File: config.mk
export PLATFORM = sky130hd
export DESIGN_NAME = climb_leg_retract_trigger_core_flat
export DESIGN_NICKNAME = d
export VERILOG_FILES = /design/src/rtl/core/clrt_pkg.sv /design/src/rtl/core/clrt_if.sv /design/src/rtl/core/clrt_filter.sv /design/src/rtl/core/clrt_decide.sv /design/src/rtl/core/climb_leg_retract_trigger_core.sv /design/src/flat_wrapper.sv
export SDC_FILE = /design/constraint.sdc
export NUM_CORES = 2
export LEC_CHECK = 0
export ABC_AREA = 1
export BUFFER_PORTS_ARGS = -buffer_cell sky130_fd_sc_hd__buf_2
export CAP_MARGIN = 30
export CORE_MARGIN = 2
export CORE_UTILIZATION = 57
export CTS_BUF_LIST = sky130_fd_sc_hd__clkbuf_4 sky130_fd_sc_hd__clkbuf_8 sky130_fd_sc_hd__clkbuf_16
export DETAILED_ROUTE_END_ITERATION = 8
export PLACE_DENSITY = 0.74
export SYNTH_ARGS = -nofsm -noshare
export SYNTH_HDL_FRONTEND = slang
export SYNTH_SLANG_ARGS = --single-unit
File: constraint.sdc
create_clock -name clk -period 13 [get_ports clk]
set_input_delay 0 -clock clk [delete_from_list [all_inputs] [get_ports clk]]
set_output_delay 0 -clock clk [all_outputs]
set_load 0.005 [all_outputs]
File: src/rtl/core/clrt_pkg.sv
// shared types, constants and register codes of the climb leg retract trigger
package clrt_pkg;

  localparam int DIST_BITS_DEF = 16;
  localparam int FRAC_BITS_DEF = 8;

  localparam int ALPHA_W  = 16;
  localparam int THR_W    = 16;
  localparam int VLIM_W   = 15;
  localparam int HOLD_W   = 16;
  localparam int CNT_W    = 16;
  localparam int DIN_W    = 16;
  localparam int VEL_W    = 16;
  localparam int DOUT_W   = 16;
  localparam int CFG_IDX_W  = 3;
  localparam int CFG_DATA_W = 16;

  localparam logic [ALPHA_W-1:0] ALPHA_RST     = 16'd16384;
  localparam logic [THR_W-1:0]   DIST_HIGH_RST = 16'd200;
  localparam logic [THR_W-1:0]   DIST_LOW_RST  = 16'd100;
  localparam logic [VLIM_W-1:0]  VEL_BACK_RST  = 15'd100;
  localparam logic [VLIM_W-1:0]  VEL_FRONT_RST = 15'd100;
  localparam logic [HOLD_W-1:0]  HOLD_RST      = 16'd50;
  localparam logic [CNT_W-1:0]   CNT_MAX       = '1;

  typedef enum logic [CFG_IDX_W-1:0] {
    REG_FILTER_ALPHA    = 3'd0,
    REG_DIST_HIGH       = 3'd1,
    REG_DIST_LOW        = 3'd2,
    REG_VEL_BACK_LIMIT  = 3'd3,
    REG_VEL_FRONT_LIMIT = 3'd4,
    REG_HOLD_TICKS      = 3'd5
  } cfg_reg_t;

  typedef enum logic {
    REQ_ENTER = 1'b0,
    REQ_STEP  = 1'b1
  } req_t;

  typedef struct packed {
    logic [ALPHA_W-1:0] filter_alpha;
    logic [THR_W-1:0]   dist_high;
    logic [THR_W-1:0]   dist_low;
    logic [VLIM_W-1:0]  vel_back_limit;
    logic [VLIM_W-1:0]  vel_front_limit;
    logic [HOLD_W-1:0]  hold_ticks;
  } clrt_cfg_t;

  typedef struct packed {
    logic             suspended;
    logic             latch;
    logic [CNT_W-1:0] low_cnt;
  } clrt_flags_t;

endpackage

File: src/rtl/core/clrt_if.sv
// valid/ready channel interfaces for input, result and configuration transactions
interface clrt_in_if;
  import clrt_pkg::*;
  logic                    valid;
  logic                    ready;
  logic                    req_type;
  logic [DIN_W-1:0]        ground_mm;
  logic signed [VEL_W-1:0] velocity_x;
  logic                    manual_retract;
  modport source (output valid, req_type, ground_mm, velocity_x, manual_retract,
                  input ready);
  modport sink (input valid, req_type, ground_mm, velocity_x, manual_retract,
                output ready);
endinterface

interface clrt_out_if;
  import clrt_pkg::*;
  logic              valid;
  logic              ready;
  logic              retract_legs;
  logic              auto_retract;
  logic              wheel_suspended;
  logic [DOUT_W-1:0] smoothed_distance;
  modport source (output valid, retract_legs, auto_retract, wheel_suspended,
                  smoothed_distance, input ready);
  modport sink (input valid, retract_legs, auto_retract, wheel_suspended,
                smoothed_distance, output ready);
endinterface

interface clrt_cfg_if;
  import clrt_pkg::*;
  logic                  valid;
  logic                  ready;
  logic [CFG_IDX_W-1:0]  reg_index;
  logic [CFG_DATA_W-1:0] wdata;
  modport source (output valid, reg_index, wdata, input ready);
  modport sink (input valid, reg_index, wdata, output ready);
endinterface

File: src/rtl/core/clrt_filter.sv
// first-order low-pass update of the filtered distance, one multiply
module clrt_filter
  import clrt_pkg::*;
#(
  parameter int DIST_BITS = DIST_BITS_DEF,
  parameter int FRAC_BITS = FRAC_BITS_DEF
) (
  input  logic [ALPHA_W-1:0]             alpha,
  input  logic [DIST_BITS+FRAC_BITS-1:0] sample,
  input  logic [DIST_BITS+FRAC_BITS-1:0] f_cur,
  output logic [DIST_BITS+FRAC_BITS-1:0] f_nxt
);

  localparam int FV_W   = DIST_BITS + FRAC_BITS;
  localparam int DIFF_W = FV_W + 1;
  localparam int PROD_W = DIFF_W + ALPHA_W + 1;
  localparam int ACC_W  = FV_W + ALPHA_W + 2;
  localparam logic [ACC_W-1:0] ROUND_HALF = ACC_W'(1) << (ALPHA_W - 1);

  logic signed [DIFF_W-1:0] diff;
  logic signed [PROD_W-1:0] prod;
  logic [ACC_W-1:0]         acc;

  // f + alpha*(s - f) equals alpha*s + (1 - alpha)*f
  always_comb begin
    diff  = $signed({1'b0, sample}) - $signed({1'b0, f_cur});
    prod  = $signed({1'b0, alpha}) * diff;
    acc   = (ACC_W'(f_cur) << ALPHA_W) + ACC_W'(prod) + ROUND_HALF;
    f_nxt = acc[ALPHA_W +: FV_W];
  end

endmodule

File: src/rtl/core/clrt_decide.sv
// suspension, auto retract latch and low tick counter update for one step
module clrt_decide
  import clrt_pkg::*;
#(
  parameter int DIST_BITS = DIST_BITS_DEF,
  parameter int FRAC_BITS = FRAC_BITS_DEF
) (
  input  clrt_cfg_t                      cfg,
  input  logic [DIST_BITS+FRAC_BITS-1:0] f_new,
  input  logic signed [VEL_W-1:0]        velocity_x,
  input  clrt_flags_t                    flags_cur,
  output clrt_flags_t                    flags_nxt
);

  localparam int FV_W = DIST_BITS + FRAC_BITS;
  localparam int CW   = FV_W + THR_W;

  logic [CW-1:0]           f_ext;
  logic [CW-1:0]           hi;
  logic [CW-1:0]           lo;
  logic signed [VEL_W:0]   vx_e;
  logic signed [VEL_W:0]   vbl_e;
  logic signed [VEL_W:0]   vfl_e;
  logic                    moving_back;
  logic                    moving_fwd;
  logic [CNT_W-1:0]        cnt_inc;
  clrt_flags_t             fl;

  always_comb begin
    f_ext       = CW'(f_new);
    hi          = CW'(cfg.dist_high) << FRAC_BITS;
    lo          = CW'(cfg.dist_low) << FRAC_BITS;
    vx_e        = {velocity_x[VEL_W-1], velocity_x};
    vbl_e       = {2'b00, cfg.vel_back_limit};
    vfl_e       = {2'b00, cfg.vel_front_limit};
    moving_back = vx_e < -vbl_e;
    moving_fwd  = vx_e > vfl_e;
    fl          = flags_cur;
    cnt_inc     = '0;
    if (f_ext > hi) begin
      fl.suspended = 1'b1;
      fl.low_cnt   = '0;
    end else if (f_ext < lo) begin
      if (fl.suspended && moving_back) begin
        fl.suspended = 1'b0;
      end else if (fl.suspended && moving_fwd) begin
        fl.latch     = 1'b1;
        fl.suspended = 1'b0;
        fl.low_cnt   = '0;
      end
      if (fl.latch) begin
        cnt_inc = (fl.low_cnt != CNT_MAX) ? fl.low_cnt + CNT_W'(1) : fl.low_cnt;
        if (cnt_inc >= cfg.hold_ticks) begin
          fl.latch   = 1'b0;
          fl.low_cnt = '0;
        end else begin
          fl.low_cnt = cnt_inc;
        end
      end
    end else if (fl.latch) begin
      fl.low_cnt = '0;
    end
    flags_nxt = fl;
  end

endmodule

File: src/rtl/core/climb_leg_retract_trigger_core.sv
// top level: input register, filter and flag update, result register, config registers
// Accepts one transaction per clock while the result channel is not stalled; a result
// passes the input register, then the result register. The filter multiply and the
// threshold and velocity compares run between those registers and write the
// filter and flag state in the same edge, so the next item sees it at once. An enter
// transaction reloads the filter and clears the flags and produces no result; a step
// transaction produces exactly one result. Configuration writes are always taken.
module climb_leg_retract_trigger_core
  import clrt_pkg::*;
#(
  parameter int DIST_BITS = DIST_BITS_DEF,
  parameter int FRAC_BITS = FRAC_BITS_DEF
) (
  input  logic     clk,
  input  logic     rst_n,
  clrt_in_if.sink  in_ch,
  clrt_out_if.source out_ch,
  clrt_cfg_if.sink cfg_ch
);

  localparam int FV_W = DIST_BITS + FRAC_BITS;

  clrt_cfg_t               cfg_r;
  logic                    s1_valid_r;
  logic                    s1_req_r;
  logic [DIN_W-1:0]        s1_dist_r;
  logic signed [VEL_W-1:0] s1_vel_r;
  logic                    s1_manual_r;
  logic [FV_W-1:0]         f_r;
  clrt_flags_t             flags_r;
  logic                    out_valid_r;
  logic                    out_retract_r;
  logic                    out_auto_r;
  logic                    out_susp_r;
  logic [DOUT_W-1:0]       out_dist_r;

  logic [DIST_BITS-1:0]    dist_s1;
  logic [FV_W-1:0]         sample;
  logic [FV_W-1:0]         f_step;
  clrt_flags_t             flags_step;
  logic                    out_free;
  logic                    s1_fire;
  logic                    in_acc;

  assign cfg_ch.ready = 1'b1;

  always_ff @(posedge clk) begin
    if (!rst_n) begin
      cfg_r.filter_alpha    <= ALPHA_RST;
      cfg_r.dist_high       <= DIST_HIGH_RST;
      cfg_r.dist_low        <= DIST_LOW_RST;
      cfg_r.vel_back_limit  <= VEL_BACK_RST;
      cfg_r.vel_front_limit <= VEL_FRONT_RST;
      cfg_r.hold_ticks      <= HOLD_RST;
    end else if (cfg_ch.valid) begin
      case (cfg_reg_t'(cfg_ch.reg_index))
        REG_FILTER_ALPHA:    cfg_r.filter_alpha    <= cfg_ch.wdata[ALPHA_W-1:0];
        REG_DIST_HIGH:       cfg_r.dist_high       <= cfg_ch.wdata[THR_W-1:0];
        REG_DIST_LOW:        cfg_r.dist_low        <= cfg_ch.wdata[THR_W-1:0];
        REG_VEL_BACK_LIMIT:  cfg_r.vel_back_limit  <= cfg_ch.wdata[VLIM_W-1:0];
        REG_VEL_FRONT_LIMIT: cfg_r.vel_front_limit <= cfg_ch.wdata[VLIM_W-1:0];
        REG_HOLD_TICKS:      cfg_r.hold_ticks      <= cfg_ch.wdata[HOLD_W-1:0];
        default: ;
      endcase
    end
  end

  // handshake: enter items need no result slot
  assign out_free     = !out_valid_r || out_ch.ready;
  assign s1_fire      = s1_valid_r && ((s1_req_r == REQ_ENTER) || out_free);
  assign in_ch.ready  = !s1_valid_r || s1_fire;
  assign in_acc       = in_ch.valid && in_ch.ready;

  always_ff @(posedge clk) begin
    if (!rst_n) begin
      s1_valid_r <= 1'b0;
    end else if (in_acc) begin
      s1_valid_r <= 1'b1;
    end else if (s1_fire) begin
      s1_valid_r <= 1'b0;
    end
  end

  always_ff @(posedge clk) begin
    if (in_acc) begin
      s1_req_r    <= in_ch.req_type;
      s1_dist_r   <= in_ch.ground_mm;
      s1_vel_r    <= in_ch.velocity_x;
      s1_manual_r <= in_ch.manual_retract;
    end
  end

  assign dist_s1 = DIST_BITS'(s1_dist_r);
  assign sample  = FV_W'(dist_s1) << FRAC_BITS;

  clrt_filter #(
    .DIST_BITS (DIST_BITS),
    .FRAC_BITS (FRAC_BITS)
  ) u_filter (
    .alpha  (cfg_r.filter_alpha),
    .sample (sample),
    .f_cur  (f_r),
    .f_nxt  (f_step)
  );

  clrt_decide #(
    .DIST_BITS (DIST_BITS),
    .FRAC_BITS (FRAC_BITS)
  ) u_decide (
    .cfg        (cfg_r),
    .f_new      (f_step),
    .velocity_x (s1_vel_r),
    .flags_cur  (flags_r),
    .flags_nxt  (flags_step)
  );

  always_ff @(posedge clk) begin
    if (!rst_n) begin
      f_r     <= '0;
      flags_r <= '0;
    end else if (s1_fire) begin
      if (s1_req_r == REQ_ENTER) begin
        f_r     <= sample;
        flags_r <= '0;
      end else begin
        f_r     <= f_step;
        flags_r <= flags_step;
      end
    end
  end

  always_ff @(posedge clk) begin
    if (!rst_n) begin
      out_valid_r <= 1'b0;
    end else if (s1_fire && (s1_req_r == REQ_STEP)) begin
      out_valid_r <= 1'b1;
    end else if (out_ch.ready) begin
      out_valid_r <= 1'b0;
    end
  end

  always_ff @(posedge clk) begin
    if (s1_fire && (s1_req_r == REQ_STEP)) begin
      out_retract_r <= s1_manual_r | flags_step.latch;
      out_auto_r    <= flags_step.latch;
      out_susp_r    <= flags_step.suspended;
      out_dist_r    <= DOUT_W'(f_step >> FRAC_BITS);
    end
  end

  assign out_ch.valid             = out_valid_r;
  assign out_ch.retract_legs      = out_retract_r;
  assign out_ch.auto_retract      = out_auto_r;
  assign out_ch.wheel_suspended   = out_susp_r;
  assign out_ch.smoothed_distance = out_dist_r;

endmodule

File: src/flat_wrapper.sv
// flat-port wrapper written by rule: the top's interface ports become plain ports
module climb_leg_retract_trigger_core_flat import clrt_pkg::*;
#(
  parameter int DIST_BITS = DIST_BITS_DEF,
  parameter int FRAC_BITS = FRAC_BITS_DEF
)
  (clk, rst_n, in_ch_valid, in_ch_req_type, in_ch_ground_mm, in_ch_velocity_x, in_ch_manual_retract, in_ch_ready, out_ch_valid, out_ch_retract_legs, out_ch_auto_retract, out_ch_wheel_suspended, out_ch_smoothed_distance, out_ch_ready, cfg_ch_valid, cfg_ch_reg_index, cfg_ch_wdata, cfg_ch_ready);
  clrt_in_if in_ch_i ();
  clrt_out_if out_ch_i ();
  clrt_cfg_if cfg_ch_i ();
  input  logic clk;
  input  logic rst_n;
  input wire logic [$bits(in_ch_i.valid)-1:0] in_ch_valid;
  input wire logic [$bits(in_ch_i.req_type)-1:0] in_ch_req_type;
  input wire logic [$bits(in_ch_i.ground_mm)-1:0] in_ch_ground_mm;
  input wire logic [$bits(in_ch_i.velocity_x)-1:0] in_ch_velocity_x;
  input wire logic [$bits(in_ch_i.manual_retract)-1:0] in_ch_manual_retract;
  output wire logic [$bits(in_ch_i.ready)-1:0] in_ch_ready;
  output wire logic [$bits(out_ch_i.valid)-1:0] out_ch_valid;
  output wire logic [$bits(out_ch_i.retract_legs)-1:0] out_ch_retract_legs;
  output wire logic [$bits(out_ch_i.auto_retract)-1:0] out_ch_auto_retract;
  output wire logic [$bits(out_ch_i.wheel_suspended)-1:0] out_ch_wheel_suspended;
  output wire logic [$bits(out_ch_i.smoothed_distance)-1:0] out_ch_smoothed_distance;
  input wire logic [$bits(out_ch_i.ready)-1:0] out_ch_ready;
  input wire logic [$bits(cfg_ch_i.valid)-1:0] cfg_ch_valid;
  input wire logic [$bits(cfg_ch_i.reg_index)-1:0] cfg_ch_reg_index;
  input wire logic [$bits(cfg_ch_i.wdata)-1:0] cfg_ch_wdata;
  output wire logic [$bits(cfg_ch_i.ready)-1:0] cfg_ch_ready;
  assign in_ch_i.valid = in_ch_valid;
  assign in_ch_i.req_type = in_ch_req_type;
  assign in_ch_i.ground_mm = in_ch_ground_mm;
  assign in_ch_i.velocity_x = in_ch_velocity_x;
  assign in_ch_i.manual_retract = in_ch_manual_retract;
  assign in_ch_ready = in_ch_i.ready;
  assign out_ch_valid = out_ch_i.valid;
  assign out_ch_retract_legs = out_ch_i.retract_legs;
  assign out_ch_auto_retract = out_ch_i.auto_retract;
  assign out_ch_wheel_suspended = out_ch_i.wheel_suspended;
  assign out_ch_smoothed_distance = out_ch_i.smoothed_distance;
  assign out_ch_i.ready = out_ch_ready;
  assign cfg_ch_i.valid = cfg_ch_valid;
  assign cfg_ch_i.reg_index = cfg_ch_reg_index;
  assign cfg_ch_i.wdata = cfg_ch_wdata;
  assign cfg_ch_ready = cfg_ch_i.ready;
  climb_leg_retract_trigger_core #(.DIST_BITS(DIST_BITS), .FRAC_BITS(FRAC_BITS)) u_core (.clk(clk), .rst_n(rst_n), .in_ch(in_ch_i), .out_ch(out_ch_i), .cfg_ch(cfg_ch_i));
endmodule
==> out/summary.txt <==
Fraction of final layout cells sized beyond drive strength 1: 5.83%
Clock network latency to the later pin of the worst-skew pair: 0.46 ns
Max_cap viols: 0
Critical path endpoint category: register
Fillers: 3886
CTS sink cnt: 191
Routed wire per std cell: 19.0 um
Netlist area before placement: 25800 sq um
Vertical extent of the die: 217 um
CTS Root Buffer Type: sky130_fd_sc_hd__clkbuf_16
Post-Place Cell Area: 26700 sq um
Library cells used by synthesis: 53
# port buffers: 78
Slew at the pin with the worst max-slew slack: 1.04 ns
Total global routing track utilization: 33.5%
Final GP Congestion: 0.982
First-pass detailed-route iteration total: 6
Sequential cell area in the final layout: 4350 sq um
Area occupied by multi-input gates: 18000 sq um
Mean Syn Cell Area: 7.88 sq um
Area overhead of the layout relative to synthesis: 8.21%
Share of synthesized area occupied by flip-flops and latches: 16.9%
Arrival time of data at the critical path endpoint: 12.66 ns
Result of the run: complete, no violations
Worst slack after detailed placement: 1.14 ns
Starting utilization of the core area: 58.1%
Maximum buffer depth of the clock tree: 2
Number of cell instances on the worst register-to-register path: 46
Max frequency: 81.5 MHz
Post-layout worst setup margin: 0.726 ns
FFs w/ async S/R, synth: 0%
CORE AREA: 44400 sq um
Nets: 4037
Minimum hold slack: 0.00714 ns
Type of the worst min-delay path: in -> reg
Number of setup violations in the final report: 0
Setup Crit Path Kind: reg -> reg
Synthesized netlist cell count: 3273
Stage delay of the slowest cell on the critical path: 0.84 ns
Quantity of gates resized following cts: 0
Largest fanout on the critical path: 29
ANT nets after route: 0
Die extent in x: 217 um
Number of CTS-inserted buffers: 17
Count of synthesis-stage warnings from yosys: 0
Number of flops mapped to enable cells by yosys: 53
First-iteration detailed-routing DRC count: 1928
Max_slew headroom: 30.7%
Placed wire-length estimate: 58900 um
Number of storage elements in the synthesis netlist: 191
Total count of hold-check failures in the final report: 0
Count of final max-slew check failures: 0
DRC viols: 0
Setup TNS Final: 0 ns
Unrepaired setup endpoints after global routing: no
Post-route cell area: 27900 sq um
Number of H-tree branching levels: 4
Count of hold-fix buffers inserted at cts: 55
Detailed-route vias per instance: 5.47
Total Wirelength: 75300 um
Vias after detailed routing: 21700
Main flop type after synthesis: sky130_fd_sc_hd__dfxtp_1
Antenna diode instance count: 0
Min Clock Period, post-route: 12.27 ns
Clock-pin slew reported for the worst setup and hold paths after clock tree synthesis: 0.08 ns
Die Outline Area: 47000 sq um
Number of nets in the synthesized netlist: 3945
Hold depth: 4
Portion of the clock cycle consumed by the worst path in the final layout: 94.4%
I/O pin cnt: 80
Antenna violations before repair: 0
Residual overflow from global routing: 0
CTS tree: yes
Kind of launch point of the worst setup path: register
Largest clock skew in the final design: 0.0114 ns
Row count: 77
Number of global-route vias before repair: 22400
Post CTS Setup Buffer Count: 0
First-pass GRT wire length: 121000 um
Cell with the biggest individual delay on the critical path: sky130_fd_sc_hd__dfxtp_1
Largest net degree at the start of global routing: 110
Required time worst endpoint: 13.38 ns
## cells in the mapped netlist (2+ instances only)
| cell type | n | area, sq um |
|---|---|---|
| sky130_fd_sc_hd__inv_1 | 799 | 3000 |
| sky130_fd_sc_hd__nand2_1 | 582 | 2180 |
| sky130_fd_sc_hd__fa_1 | 410 | 8210 |
| sky130_fd_sc_hd__nor2_1 | 354 | 1330 |
| sky130_fd_sc_hd__ha_1 | 204 | 2550 |
| sky130_fd_sc_hd__a21oi_1 | 195 | 976 |
| sky130_fd_sc_hd__dfxtp_1 | 138 | 2760 |
| sky130_fd_sc_hd__o21ai_0 | 127 | 636 |
| sky130_fd_sc_hd__nand3_1 | 76 | 380 |
| sky130_fd_sc_hd__clkbuf_1 | 74 | 278 |
| sky130_fd_sc_hd__edfxtp_1 | 53 | 1590 |
| sky130_fd_sc_hd__xor2_1 | 40 | 350 |
| sky130_fd_sc_hd__nand4_1 | 22 | 138 |
| sky130_fd_sc_hd__o211ai_1 | 20 | 150 |
| sky130_fd_sc_hd__xnor2_1 | 20 | 175 |
| sky130_fd_sc_hd__nand2_2 | 16 | 100 |
| sky130_fd_sc_hd__nor3_1 | 15 | 75.1 |
| sky130_fd_sc_hd__clkinv_1 | 14 | 52.6 |
| sky130_fd_sc_hd__nor2_2 | 13 | 81.3 |
| sky130_fd_sc_hd__a21o_1 | 10 | 75.1 |
| sky130_fd_sc_hd__a31oi_1 | 7 | 43.8 |
| sky130_fd_sc_hd__and2_1 | 6 | 37.5 |
| sky130_fd_sc_hd__buf_2 | 6 | 30.0 |
| sky130_fd_sc_hd__buf_6 | 6 | 67.6 |
| sky130_fd_sc_hd__inv_2 | 6 | 22.5 |
| sky130_fd_sc_hd__o21ai_1 | 6 | 30.0 |
| sky130_fd_sc_hd__or2_2 | 6 | 37.5 |
| sky130_fd_sc_hd__or2_1 | 5 | 31.3 |
| sky130_fd_sc_hd__nand3b_1 | 4 | 30.0 |
| sky130_fd_sc_hd__o21a_1 | 4 | 30.0 |
| sky130_fd_sc_hd__a211oi_1 | 3 | 22.5 |
| sky130_fd_sc_hd__nand3_2 | 3 | 30.0 |
| sky130_fd_sc_hd__o21bai_1 | 3 | 22.5 |
| sky130_fd_sc_hd__o31ai_1 | 3 | 22.5 |
| sky130_fd_sc_hd__buf_4 | 2 | 15.0 |
| sky130_fd_sc_hd__nor3_2 | 2 | 20.0 |
| sky130_fd_sc_hd__nor4_1 | 2 | 12.5 |
| sky130_fd_sc_hd__o21ai_2 | 2 | 17.5 |
## layout by cell type, fill, tap and decap left out, drive strengths merged, types with 41 or more instances in the layout
master and instances:
fa 410, nand3 80, a21oi 195, o21ai 136, nor2 369, dfxtp 138, inv 812, dlygate4sd3 55
xor2 41, edfxtp 53, ha 204, nand2 599, buf 107
## worst max-delay path, delay by kind of cell (launching register included)
family | cells | cell delay (ns)
adders and majority gates | 9 | 3.92
and+or+nand+nor | 23 | 4.57
xor gates and xnor gates | 1 | 0.52
DFF | 1 | 0.84
buffers and inverters | 9 | 1.57
AOI/OAI and AO/OA | 4 | 0.78
## worst paths after layout
path	slack [ns]	startpoint	to
min reg2reg	0.46	u_core.cfg_r[3]	u_core.cfg_r[3]
max reg2reg	0.73	u_core.f_r[0]	u_core.flags_r[15]
min	0.007	cfg_ch_reg_index[0]	u_core.cfg_r[36]
max	0.73	u_core.f_r[0]	u_core.flags_r[15]
## sequential cells by signal (all words and copies together), names as in the netlist, 16 cells and up
signal and count:
u_core.flags_r 18, u_core.dist_s1 16, u_core.cfg_r 94, u_core.s1_vel_r 16
u_core.out_ch.smoothed_distance 16, u_core.f_r 24
## metrics by stage
stage,instances,utilization (%)
after CTS,3968,62.8
after global placement,3881,60.2
after floorplan,3273,-
after detailed placement,3881,60.2
final,3970,62.9
after global routing,3970,62.9
## metal layers
metal | vias up | GRT usage [%] | wire, um
li1 | 9997 | - | -
met1 | 10600 | 45.3 | 30400
met2 | 950 | 54.7 | 35400
met3 | 164 | 4.61 | 6280
met4 | 0 | 13.6 | 3180
met5 | - | 0 | 0
## layout make-up
cell class	count	share of cell area, %
Multi-Input combinational cell	2173	64.4
Clock buffer	18	1.57
Timing Repair Buffer	162	4.15
Tap cell	592	2.65
Clock inverter	14	0.619
Sequential cell	191	15.6
Inverter	820	11.0
## logic make-up (layout without fill, tap and decap cells)
family / count (synthesis) / after routing / synth area share [%]
buffers and inverters: 909 / 1014 / 13.5
adders and majority gates: 614 / 614 / 41.7
other: 1 / 1 / 0.0145
AOI/OAI and AO/OA: 386 / 386 / 8.11
DFF: 191 / 191 / 16.9
and+or+nand+nor: 1111 / 1111 / 17.7
xor gates and xnor gates: 61 / 61 / 2.14
Power is left out: the tool's default activity adds up to more than one toggle a clock period on the data nets, which glitch-free logic cannot reach.
